--- config.mk ---
export PLATFORM = sky130hd
export DESIGN_NAME = battery_low_voltage_protector
export DESIGN_NICKNAME = d
export VERILOG_FILES = /design/src/sv/blvp_pkg.sv /design/src/sv/battery_low_voltage_protector.sv /design/src/sv/blvp_regs.sv /design/src/sv/blvp_core.sv
export SDC_FILE = /design/constraint.sdc
export NUM_CORES = 1
export LEC_CHECK = 0
export ABC_AREA = 0
export ABC_CLOCK_PERIOD_IN_PS = 9000
export BUFFER_PORTS_ARGS = -buffer_cell sky130_fd_sc_hd__buf_2
export CORE_ASPECT_RATIO = 0.5
export CORE_MARGIN = 10
export CORE_UTILIZATION = 40
export CTS_CLUSTER_DIAMETER = 120
export DETAILED_ROUTE_END_ITERATION = 6
export PLACE_DENSITY = 0.59
export SLEW_MARGIN = 15
export SYNTH_ARGS = -nofsm -noshare
export SYNTH_HDL_FRONTEND = slang
export SYNTH_HIERARCHICAL = 1
export SYNTH_SLANG_ARGS = --single-unit
--- constraint.sdc ---
create_clock -name clk -period 9 [get_ports clk]
set_input_delay 0 -clock clk [delete_from_list [all_inputs] [get_ports clk]]
set_output_delay 0 -clock clk [all_outputs]
set_load 0.02 [all_outputs]
--- src/sv/blvp_pkg.sv ---
// ----------------------------------------------------------------------------
// blvp_pkg
// Types and constants shared by the low-battery protection controller.
// ----------------------------------------------------------------------------
`default_nettype none

package blvp_pkg;

    // Field widths.
    localparam int DelayW = 7;
    localparam int CurW   = 15;
    localparam int VoltW  = 13;
    localparam int ModeW  = 8;
    localparam int AlertW = 7;
    localparam int RecW   = 4;

    // Ramp and timer constants.
    localparam logic [AlertW-1:0] AlertTimerMax = 7'd127;
    localparam logic [RecW-1:0]   RisePeriod    = 4'd9;
    localparam logic [VoltW:0]    RiseVoltStep  = 14'd50;
    localparam logic [CurW:0]     RiseCurStep   = 16'd250;
    localparam logic [CurW-1:0]   DropCurStep   = 15'd250;
    localparam logic [CurW-1:0]   DropCurFloor  = 15'd750;
    localparam logic [VoltW-1:0]  DropVoltFloor = 13'd2750;
    localparam logic [VoltW-1:0]  DropVoltStep  = 13'd25;
    localparam logic [AlertW-1:0] RampFaultDelay = 7'd4;

    // Reset values of the configuration registers.
    localparam logic [DelayW-1:0] AlertDelayRst = 7'd20;
    localparam logic [DelayW-1:0] FaultDelayRst = 7'd4;
    localparam logic [CurW-1:0]   InitCurRst    = 15'd5000;
    localparam logic [VoltW-1:0]  InitVoltRst   = 13'd3000;

    // Event kinds.
    typedef enum logic [1:0] {
        KIND_TICK  = 2'd0,
        KIND_GEAR  = 2'd1,
        KIND_RAMP  = 2'd2,
        KIND_NONE  = 2'd3
    } kind_t;

    // Result actions.
    typedef enum logic [1:0] {
        ACT_NONE   = 2'd0,
        ACT_OFF    = 2'd1,
        ACT_SWITCH = 2'd2
    } action_t;

    // Register indexes.
    typedef enum logic [1:0] {
        REG_ALERT_DELAY = 2'd0,
        REG_FAULT_DELAY = 2'd1,
        REG_INIT_CUR    = 2'd2,
        REG_INIT_VOLT   = 2'd3
    } reg_idx_t;

    typedef struct packed {
        logic [DelayW-1:0] alert_delay;
        logic [DelayW-1:0] fault_delay;
        logic [CurW-1:0]   initial_current_limit;
        logic [VoltW-1:0]  initial_volt_threshold;
    } cfg_t;

    // Load strobes for the ramp state on a write of an initial value.
    typedef struct packed {
        logic             ld_cur;
        logic             ld_volt;
        logic [CurW-1:0]  cur_value;
        logic [VoltW-1:0] volt_value;
    } ramp_load_t;

    typedef struct packed {
        logic [AlertW-1:0] alert_timer;
        logic [RecW-1:0]   recovery_timer;
        logic [CurW-1:0]   ramp_current_limit;
        logic [VoltW-1:0]  ramp_volt_threshold;
    } state_t;

    typedef struct packed {
        kind_t            kind;
        logic             battery_alert;
        logic             battery_fault;
        logic             battery_ample;
        logic             key_pressed_event;
        logic             key_hold_event;
        logic             need_shutoff;
        logic [ModeW-1:0] jump_mode;
        logic [CurW-1:0]  mode_current_ma;
        logic [VoltW-1:0] mode_volt_threshold;
    } item_t;

    typedef struct packed {
        action_t          action;
        logic [ModeW-1:0] target_mode;
        logic [CurW-1:0]  current_limit_ma;
        logic [VoltW-1:0] volt_threshold_mv;
    } result_t;

endpackage

`default_nettype wire

--- src/sv/battery_low_voltage_protector.sv ---
// ----------------------------------------------------------------------------
// battery_low_voltage_protector
// Low-battery protection controller for an LED driver.
// ----------------------------------------------------------------------------
// Events enter on the s_t* stream: tuser carries the event kind (tick, gear
// check, ramp check) and tdata the battery flags, key state and mode limits.
// Every event yields exactly one result on the m_t* stream: tuser carries the
// action (none, turn off, switch mode) and tdata the target mode and the
// present ramp current limit and voltage threshold.
// An event accepted into the input register is evaluated in a single pass
// of compare-and-update logic against the timer and ramp state, and lands
// in the result register when that register is free or drains. The
// throughput is one event per cycle while the receiver takes results.
// When the receiver stalls, the result register holds its transaction and
// the input register still takes one more event; s_tready falls only when
// both are full. Configuration is to be written through the APB-style port
// only while the stream is idle, which the block does not enforce; writing
// an initial limit also reloads the ramp state.
// Reset clears both stages and the timers and loads the register defaults.
// ----------------------------------------------------------------------------
`default_nettype none

module battery_low_voltage_protector (
    input  wire logic        clk,
    input  wire logic        rst_n,
    // Input events.
    input  wire logic        s_tvalid,
    output logic             s_tready,
    // tdata: battery_alert, battery_fault, battery_ample, key_pressed_event,
    // key_hold_event, need_shutoff, jump_mode[7:0], mode_current_ma[14:0],
    // mode_volt_threshold[12:0], zero fill
    input  wire logic [47:0] s_tdata,
    // tuser: kind[1:0]
    input  wire logic [1:0]  s_tuser,
    // Results.
    output logic             m_tvalid,
    input  wire logic        m_tready,
    // tdata: target_mode[7:0], current_limit_ma[14:0], volt_threshold_mv[12:0],
    // zero fill
    output logic [39:0]      m_tdata,
    // tuser: action[1:0]
    output logic [1:0]       m_tuser,
    // Configuration port.
    input  wire logic        psel,
    input  wire logic        penable,
    input  wire logic        pwrite,
    input  wire logic [3:0]  paddr,
    input  wire logic [31:0] pwdata,
    output logic [31:0]      prdata,
    output logic             pready
);

    blvp_pkg::cfg_t       cfg;
    blvp_pkg::ramp_load_t ramp_load;
    blvp_pkg::item_t      in_item;
    blvp_pkg::item_t      in_item_reg;
    logic                 in_valid_reg;
    blvp_pkg::state_t     st_reg;
    blvp_pkg::state_t     st_next;
    blvp_pkg::result_t    res_next;
    blvp_pkg::result_t    out_res_reg;
    logic                 out_valid_reg;
    logic                 advance;

    blvp_regs u_regs (
        .clk       (clk),
        .rst_n     (rst_n),
        .psel      (psel),
        .penable   (penable),
        .pwrite    (pwrite),
        .paddr     (paddr),
        .pwdata    (pwdata),
        .prdata    (prdata),
        .pready    (pready),
        .cfg       (cfg),
        .ramp_load (ramp_load)
    );

    blvp_core u_core (
        .cfg     (cfg),
        .st      (st_reg),
        .item    (in_item_reg),
        .st_next (st_next),
        .res     (res_next)
    );

    // Unpack the input transaction.
    assign in_item.kind                = blvp_pkg::kind_t'(s_tuser);
    assign in_item.battery_alert       = s_tdata[0];
    assign in_item.battery_fault       = s_tdata[1];
    assign in_item.battery_ample       = s_tdata[2];
    assign in_item.key_pressed_event   = s_tdata[3];
    assign in_item.key_hold_event      = s_tdata[4];
    assign in_item.need_shutoff        = s_tdata[5];
    assign in_item.jump_mode           = s_tdata[13:6];
    assign in_item.mode_current_ma     = s_tdata[28:14];
    assign in_item.mode_volt_threshold = s_tdata[41:29];

    // The input stage moves on when the result register is free or drains.
    assign advance  = in_valid_reg && (!out_valid_reg || m_tready);
    assign s_tready = !in_valid_reg || advance;

    // Input register.
    always_ff @(posedge clk or negedge rst_n)
    begin
        if (!rst_n)
        begin
            in_valid_reg <= 1'b0;
        end
        else if (s_tready)
        begin
            in_valid_reg <= s_tvalid;
        end
    end

    always_ff @(posedge clk)
    begin
        if (s_tready && s_tvalid)
        begin
            in_item_reg <= in_item;
        end
    end

    // Timer and ramp state; config loads apply only when no event advances.
    always_ff @(posedge clk or negedge rst_n)
    begin
        if (!rst_n)
        begin
            st_reg.alert_timer         <= '0;
            st_reg.recovery_timer      <= '0;
            st_reg.ramp_current_limit  <= blvp_pkg::InitCurRst;
            st_reg.ramp_volt_threshold <= blvp_pkg::InitVoltRst;
        end
        else if (advance)
        begin
            st_reg <= st_next;
        end
        else
        begin
            if (ramp_load.ld_cur)
            begin
                st_reg.ramp_current_limit <= ramp_load.cur_value;
            end
            if (ramp_load.ld_volt)
            begin
                st_reg.ramp_volt_threshold <= ramp_load.volt_value;
            end
        end
    end

    // Result register.
    always_ff @(posedge clk or negedge rst_n)
    begin
        if (!rst_n)
        begin
            out_valid_reg <= 1'b0;
        end
        else if (advance)
        begin
            out_valid_reg <= 1'b1;
        end
        else if (m_tready)
        begin
            out_valid_reg <= 1'b0;
        end
    end

    always_ff @(posedge clk)
    begin
        if (advance)
        begin
            out_res_reg <= res_next;
        end
    end

    // Pack the result transaction.
    assign m_tvalid = out_valid_reg;
    assign m_tuser  = out_res_reg.action;
    assign m_tdata  = {4'd0, out_res_reg.volt_threshold_mv, out_res_reg.current_limit_ma,
                       out_res_reg.target_mode};

endmodule

`default_nettype wire

--- src/sv/blvp_regs.sv ---
// ----------------------------------------------------------------------------
// blvp_regs
// Configuration register file behind the APB-style port.
// ----------------------------------------------------------------------------
`default_nettype none

module blvp_regs (
    input  wire logic                 clk,
    input  wire logic                 rst_n,
    input  wire logic                 psel,
    input  wire logic                 penable,
    input  wire logic                 pwrite,
    input  wire logic [3:0]           paddr,
    input  wire logic [31:0]          pwdata,
    output logic [31:0]               prdata,
    output logic                      pready,
    output blvp_pkg::cfg_t            cfg,
    output blvp_pkg::ramp_load_t      ramp_load
);

    blvp_pkg::cfg_t     cfg_reg;
    blvp_pkg::reg_idx_t idx;
    logic               wr_en;

    assign pready = 1'b1;
    assign idx    = blvp_pkg::reg_idx_t'(paddr[3:2]);
    assign wr_en  = psel && penable && pwrite && pready;

    // Register writes complete in the access cycle.
    always_ff @(posedge clk or negedge rst_n)
    begin
        if (!rst_n)
        begin
            cfg_reg.alert_delay            <= blvp_pkg::AlertDelayRst;
            cfg_reg.fault_delay            <= blvp_pkg::FaultDelayRst;
            cfg_reg.initial_current_limit  <= blvp_pkg::InitCurRst;
            cfg_reg.initial_volt_threshold <= blvp_pkg::InitVoltRst;
        end
        else if (wr_en)
        begin
            unique case (idx)
                blvp_pkg::REG_ALERT_DELAY:
                    cfg_reg.alert_delay <= pwdata[blvp_pkg::DelayW-1:0];
                blvp_pkg::REG_FAULT_DELAY:
                    cfg_reg.fault_delay <= pwdata[blvp_pkg::DelayW-1:0];
                blvp_pkg::REG_INIT_CUR:
                    cfg_reg.initial_current_limit <= pwdata[blvp_pkg::CurW-1:0];
                blvp_pkg::REG_INIT_VOLT:
                    cfg_reg.initial_volt_threshold <= pwdata[blvp_pkg::VoltW-1:0];
                default:
                    cfg_reg <= cfg_reg;
            endcase
        end
    end

    // A write of an initial value also reloads the matching ramp state.
    assign ramp_load.ld_cur     = wr_en && (idx == blvp_pkg::REG_INIT_CUR);
    assign ramp_load.ld_volt    = wr_en && (idx == blvp_pkg::REG_INIT_VOLT);
    assign ramp_load.cur_value  = pwdata[blvp_pkg::CurW-1:0];
    assign ramp_load.volt_value = pwdata[blvp_pkg::VoltW-1:0];

    // Read data.
    always_comb
    begin
        unique case (idx)
            blvp_pkg::REG_ALERT_DELAY:
                prdata = {25'd0, cfg_reg.alert_delay};
            blvp_pkg::REG_FAULT_DELAY:
                prdata = {25'd0, cfg_reg.fault_delay};
            blvp_pkg::REG_INIT_CUR:
                prdata = {17'd0, cfg_reg.initial_current_limit};
            blvp_pkg::REG_INIT_VOLT:
                prdata = {19'd0, cfg_reg.initial_volt_threshold};
            default:
                prdata = 32'd0;
        endcase
    end

    assign cfg = cfg_reg;

endmodule

`default_nettype wire

--- src/sv/blvp_core.sv ---
// ----------------------------------------------------------------------------
// blvp_core
// Single-pass event logic: timers, gear check and ramp check.
// ----------------------------------------------------------------------------
`default_nettype none

module blvp_core (
    input  blvp_pkg::cfg_t    cfg,
    input  blvp_pkg::state_t  st,
    input  blvp_pkg::item_t   item,
    output blvp_pkg::state_t  st_next,
    output blvp_pkg::result_t res
);

    always_comb
    begin
        logic [blvp_pkg::AlertW-1:0] at;
        logic [blvp_pkg::RecW-1:0]   rt;
        logic [blvp_pkg::CurW-1:0]   cur;
        logic [blvp_pkg::VoltW-1:0]  volt;
        logic [blvp_pkg::CurW:0]     cur_sum;
        logic [blvp_pkg::VoltW:0]    volt_sum;
        logic [blvp_pkg::DelayW-1:0] thr;
        logic                        changing;
        logic                        due;
        blvp_pkg::action_t           act;
        logic [blvp_pkg::ModeW-1:0]  target;

        at       = st.alert_timer;
        rt       = st.recovery_timer;
        cur      = st.ramp_current_limit;
        volt     = st.ramp_volt_threshold;
        cur_sum  = {1'b0, cur} + blvp_pkg::RiseCurStep;
        volt_sum = {1'b0, volt} + blvp_pkg::RiseVoltStep;
        thr      = cfg.alert_delay;
        changing = item.key_pressed_event && item.key_hold_event;
        due      = 1'b1;
        act      = blvp_pkg::ACT_NONE;
        target   = '0;

        unique case (item.kind)
            // Tick: both running timers advance up to their limits.
            blvp_pkg::KIND_TICK:
            begin
                if (rt != '0 && rt < blvp_pkg::RisePeriod)
                begin
                    rt = rt + 1'b1;
                end
                if (at != '0 && at <= cfg.alert_delay && at != blvp_pkg::AlertTimerMax)
                begin
                    at = at + 1'b1;
                end
            end

            // Gear check: step down on a lasting alert or fault, or turn off on a fault.
            blvp_pkg::KIND_GEAR:
            begin
                if (!item.battery_fault)
                begin
                    thr = cfg.alert_delay;
                    if (!item.battery_alert || changing)
                    begin
                        at = '0;
                    end
                    else if (at == '0)
                    begin
                        at = 7'd1;
                    end
                end
                else
                begin
                    thr = cfg.fault_delay;
                    if (at == '0)
                    begin
                        at = 7'd1;
                    end
                end
                if (item.need_shutoff || changing)
                begin
                    if (item.battery_fault && at > thr)
                    begin
                        act = blvp_pkg::ACT_OFF;
                    end
                end
                else if (at > thr)
                begin
                    at     = '0;
                    act    = blvp_pkg::ACT_SWITCH;
                    target = item.jump_mode;
                end
            end

            // Ramp check: lower or turn off on alert or fault; raise each eight ticks.
            blvp_pkg::KIND_RAMP:
            begin
                if (!item.battery_alert && !item.battery_fault)
                begin
                    at = '0;
                    if (item.battery_ample)
                    begin
                        if (cur < item.mode_current_ma)
                        begin
                            if (rt == '0)
                            begin
                                rt = 4'd1;
                            end
                            else if (rt < blvp_pkg::RisePeriod)
                            begin
                                due = 1'b0;
                            end
                            if (due)
                            begin
                                rt = 4'd1;
                                if (volt > item.mode_volt_threshold)
                                begin
                                    volt = item.mode_volt_threshold;
                                end
                                else if (volt_sum[blvp_pkg::VoltW])
                                begin
                                    volt = '1;
                                end
                                else
                                begin
                                    volt = volt_sum[blvp_pkg::VoltW-1:0];
                                end
                                if (cur_sum[blvp_pkg::CurW])
                                begin
                                    cur = '1;
                                end
                                else
                                begin
                                    cur = cur_sum[blvp_pkg::CurW-1:0];
                                end
                            end
                        end
                        else
                        begin
                            rt = '0;
                        end
                    end
                end
                else
                begin
                    rt = '0;
                    if (at == '0)
                    begin
                        at = 7'd1;
                    end
                    if (item.battery_fault && at > blvp_pkg::RampFaultDelay)
                    begin
                        act = blvp_pkg::ACT_OFF;
                    end
                    else if (at > cfg.alert_delay)
                    begin
                        if (cur > blvp_pkg::DropCurFloor)
                        begin
                            cur = cur - blvp_pkg::DropCurStep;
                        end
                        if (volt > blvp_pkg::DropVoltFloor)
                        begin
                            volt = volt - blvp_pkg::DropVoltStep;
                        end
                        at = 7'd1;
                    end
                end
            end

            default:
            begin
                act = blvp_pkg::ACT_NONE;
            end
        endcase

        st_next.alert_timer         = at;
        st_next.recovery_timer      = rt;
        st_next.ramp_current_limit  = cur;
        st_next.ramp_volt_threshold = volt;
        res.action                  = act;
        res.target_mode             = target;
        res.current_limit_ma        = cur;
        res.volt_threshold_mv       = volt;
    end

endmodule

`default_nettype wire

# == After elaboration in Yosys (flattened, before gate mapping) ==
# Index checks and enable logic that the tools add are counted.
# op_classes
addsub,6
n_lt_le_gt_ge,9
n_eq_ne,10
muxes,59
n_bitwise,2
n_reduce_logical,39
# ops
cell,n
15-bit 2-to-1 mux,10
13-bit 2-to-1 mux,11
32-bit case mux with 4 select lines,1
7-bit 2-to-1 mux,14
28-bit 2-to-1 mux,1
4-bit 2-to-1 mux,6
7-bit case mux with 3 select lines,1
"15-bit by 8-bit adder with 16-bit output, second input constant",1
"15-bit by 10-bit > comparator with 1-bit output, second input constant",1
15-bit < comparator,1
"15-bit by 8-bit subtractor with 15-bit output, second input constant",1
"13-bit by 6-bit adder with 14-bit output, second input constant",1
7-bit > comparator,2
"13-bit by 12-bit > comparator with 1-bit output, second input constant",1
13-bit > comparator,1
1-bit logical AND,13
"13-bit by 5-bit subtractor with 13-bit output, second input constant",1
1-bit 2-to-1 mux,10
4-bit case mux with 2 select lines,1
2-bit AND reduction,4
2-bit nonzero test,4
"7-bit by 1-bit adder with 7-bit output, second input constant",1
"7-bit by 3-bit > comparator with 1-bit output, second input constant",1
7-bit <= comparator,1
other kinds (22),36
# totals
reg_bits,165
inputBits,93
out_inout_bits,77
elab_cells,149

# == Longest topological paths before layout ==
# depth
word_depth,13
ltp_mapped,16
ltp_nobuf,14

# == By module ==
# Netlist, hierarchy kept.
# by_module_without_submodules
module,n_inst,cells_each,area_per_inst_um2,seq_area_each_um2
battery_low_voltage_protector,1,209,4471.8,3503.4
blvp_core,1,612,3973.8,0.0
blvp_regs,1,167,2317.2,1069.8

# == Worst setup path after synthesis ==
# No wires, ideal clock.
# synth_timing
path_kind,flip-flop to flip-flop
startpoint,register st_reg[35] (netlist name)
endpoint,register st_reg[10] (netlist name)
setup_time_ns,0.125
arrival_ns,3.431
t_required_ns,8.875
slack_ns,5.444
path_stages_with_launch,16
n_path_buf,2
synth_period_minus_slack_ns,3.556
cell_sequence,dfrtp_1 > or4_4 > nand3b_1 > nand2_1 > inv_1 > ha_1 > nand3b_1 > a21oi_1 > o221ai_2 > a211o_1 > buf_2 > o311a_1 > a41o_1 > o21bai_1 > buf_4 > mux2_2
# synth_rtl
item,line,source
"start, declared",battery_low_voltage_protector.sv:58,blvp_pkg::state_t st_reg;
"start signal, assigned",battery_low_voltage_protector.sv:136,st_reg <= st_next;

==> summary.md <==
| Metric | Value |
|---|---|
| Layout fillers | about 2500 |
| Reg2Reg Launch Point | st_reg[35] |
| Worst skew pair latency | roughly 0.45 ns |
| Worst path slowest cell | or4_4 |
| Buf/Inv on CP | 1 |
| WL per Instance | slightly below 20 µm |
| Yosys top cell area share | 0.229 |
| Top-Level Pins | 170 |
| Die ar. | 0.0343 mm² |
| Worst min path class | input port to asynchronous set/reset pin |
| Period minus WS final | around 4.1 ns |
| Remaining DRCs | 0 |
| Detail Route Antenna Nets | 0 |
| Largest net degree at the start of global routing | 59 |
| Initial drt markers | 589 |
| Static Leak | 5.33 nW |
| Ys async rst share | 0.503 |
| Cell Rows | 42 |
| H-tree depth | 4 |
| Stages on the worst setup path | 13 |
| WP data arrival | 4.43 ns |
| WS Path Type | register to register |
| First-pass GRT wire length | 44900 µm |
| Maximum vdd drop | 0.127 mV |
| CTS tree | done |
| Core area | 0.0265 mm² |
| # nets final | 1250 |
| Post-synth top flop | edfxtp_1 |
| Netlist cell types | 79 |
| Routed via count | 7917 |
| Avg Inst Size Synth | 10.9 µm² |
| Vias in the first global route | around 8000 |
| CP Data Required Time | 9.37 ns |
| Mapped cell area | 0.0108 mm² |
| First-pass detailed-route iteration total | 4 |
| Setup crit end kind | register |
| Final Cycle Share | 0.451 |
| Antenna violations before repair | 0 |
| Share of cells above drive strength 1 | 0.292 |
| Commonest non-fill, non-tap cell in the layout | buf_2 |
| Setup TNS | 0 ns |
| Worst slew pin tran | 1.10 ns |
| Dpl hpwl | 20600 µm |
| Fin. max-slew vios | 0 |
| Total CTS buffers | 17 |
| Port Buf Inserts | 122 |
| Cell Count, Final, Fillers Out | 1460 |
| Mapped Cells | 988 |
| Horiz. Die Dim | 252 µm |
| Relative slew slack | 0.268 |
| Post-synthesis sequential area ratio | 0.425 |
| Hold slack | 0.0225 ns |
| Starting Density | 0.406 |
| Crit path launch | st_reg[35] |
| Max Clock Freq | approximately 0.25 GHz |
| DP Worst Slack | 5.01 ns |
| Post-DR vias/cell | about 5.4 |
| Critical path's top delay family | simple AND/OR/NAND/NOR gates |
| Setup violators final | 0 |
| Yosys warning total | 6 |
| Global route total overflow | 0 |
| Post-route setup slack | between 4 and 5 ns |
| Max reg flops | 44 |
| Cell at the root of the clock tree | clkbuf_16 |
| Tot GR Track Use | 0.166 |
| Most frequent cells in the layout | buf_2 (121), mux2_2 (85), edfxtp_1 (82), inv_1 (65), dlygate4sd3_1 (63) |
| Top post-synthesis cells by area | edfxtp_1 (23%), dfrtp_1 (13%), mux2_2 (8.9%) |
| CP Max Fanout | 11 |
| Number of clock sinks | 165 |
| GPL Wtd Cong | 0.915 |
| Die H | 136 µm |
| Status | finished clean |
| Nature of the critical path startpoint | register |
| RSZ-0062 raised after global routing | no |
| Clock slew at reported path FFs | 0.06 ns |
| Resized Gates After CTS | 0 |
| Post-synth EDFFs | 82 |
| Routed wire length | around 28000 µm |
| Critical Path, Cell by Cell | or4_4 > nand3b_1 > nand2_1 > inv_1 > ha_1 > nand3b_1 > a21oi_1 > o221ai_2 > a211o_1 > nor2_1 > a21oi_1 > or4_1 > mux2_2 |
| Worst path max stage delay | 0.58 ns |
| Yosys top cell by area | edfxtp_1 |
| Diode count | 0 |
| Max-cap violation count | 0 |
| Cells on worst reg2reg path | 13 |
| Pwr Density | ~250 mW/mm² |
| Synth-to-layout area growth | 14.9% |
| Synth Register Bits | 165 |
| DP Cell Count | 1365 |
| Clock Path Buffers | 2 |
| Clock skew | 0.0147 ns |
| Final Hold Fails | 0 |
==> what timing repair did <==
item / CTS / global route
setup buffers: 0 / 0
hold buffers: 63 / 0
hold endpoints to repair: 115 / 0
==> kinds of logic (layout without fill, tap and decap cells) <==
family          count (synthesis)  count (layout)  share of synthesized area
other cells                     3              22                    0.00105
mux                           139             139                      0.160
fa+ha+maj                      62              62                     0.0721
buf+inv                       190             291                      0.101
compound gates                169             169                      0.110
flops                         165             165                      0.425
simple gates                  255             255                      0.126
xor+xnor                        5               5                    0.00407
==> area by class of cell <==
cell class / count / area, µm² / area share
timing repair buffer: 194 / 1310 / 0.106
sequential: 165 / 4570 / 0.370
clock buffer: 21 / 440 / 0.0356
multi-input combinational: 652 / 5180 / 0.419
tap: 352 / 440 / 0.0356
inverter: 65 / 244 / 0.0197
clock inverter: 11 / 175 / 0.0142
==> power breakdown <==
part           internal [W]  switching [W]  total [W]
sequential         0.000997       0.000217    0.00121
clock              0.000467       0.000313   0.000780
combinational      0.000503       0.000566    0.00107
==> routing by layer <==
layer  vias up  track usage  routed length (µm)
li1       3743            -                   -
met1      3965        0.196               12300
met2       176        0.298               14400
met3        33       0.0370                1260
met4         0       0.0535                 573
met5         -            0                   0
==> worst reg2reg max path, delay by kind of cell (launching register included) <==
kind | cells | cell delay (ns)
buffers and inverters | 1 | 0.06
AND/OR/NAND/NOR | 6 | 1.86
AO/OA/AOI/OAI | 4 | 1.01
flip-flops | 1 | 0.48
multiplexers | 1 | 0.28
adder cells (fa/ha/maj) | 1 | 0.29
==> path summary, 6_finish.rpt <==
path / slack, ns / to
setup / recovery: 4.94 / st_reg[8]
hold / removal: 0.02 / st_reg[13]
setup reg to reg: 4.94 / st_reg[8]
hold reg to reg: 0.51 / u_regs/cfg[17]
max in group asynchronous: 7.88 / u_regs/cfg[32]
min in group clk: 0.15 / u_regs/cfg[34]
==> Yosys cell counts, types with 15 or more instances <==
master / instances
mux2_2: 85
edfxtp_1: 82
buf_4: 80
inv_1: 65
ha_1: 62
dfrtp_1: 56
nand2_1: 51
nor2_1: 48
a21oi_1: 42
nand3_1: 31
dfstp_2: 27
mux2_4: 27
clkbuf_1: 25
o21ai_0: 21
mux2i_1: 20
nor3_1: 19
nor2b_1: 15
==> stage by stage <==
stage               total power (W)  utilization  area, µm²
floorplan                   0.00203            -      10800
global route                0.00326        0.467      12400
detailed placement          0.00227        0.420      11100
CTS                         0.00308        0.467      12400
finish                      0.00306        0.467      12400
global placement            0.00223        0.420      11100
No activity file was read; power rests on OpenSTA's default activity.
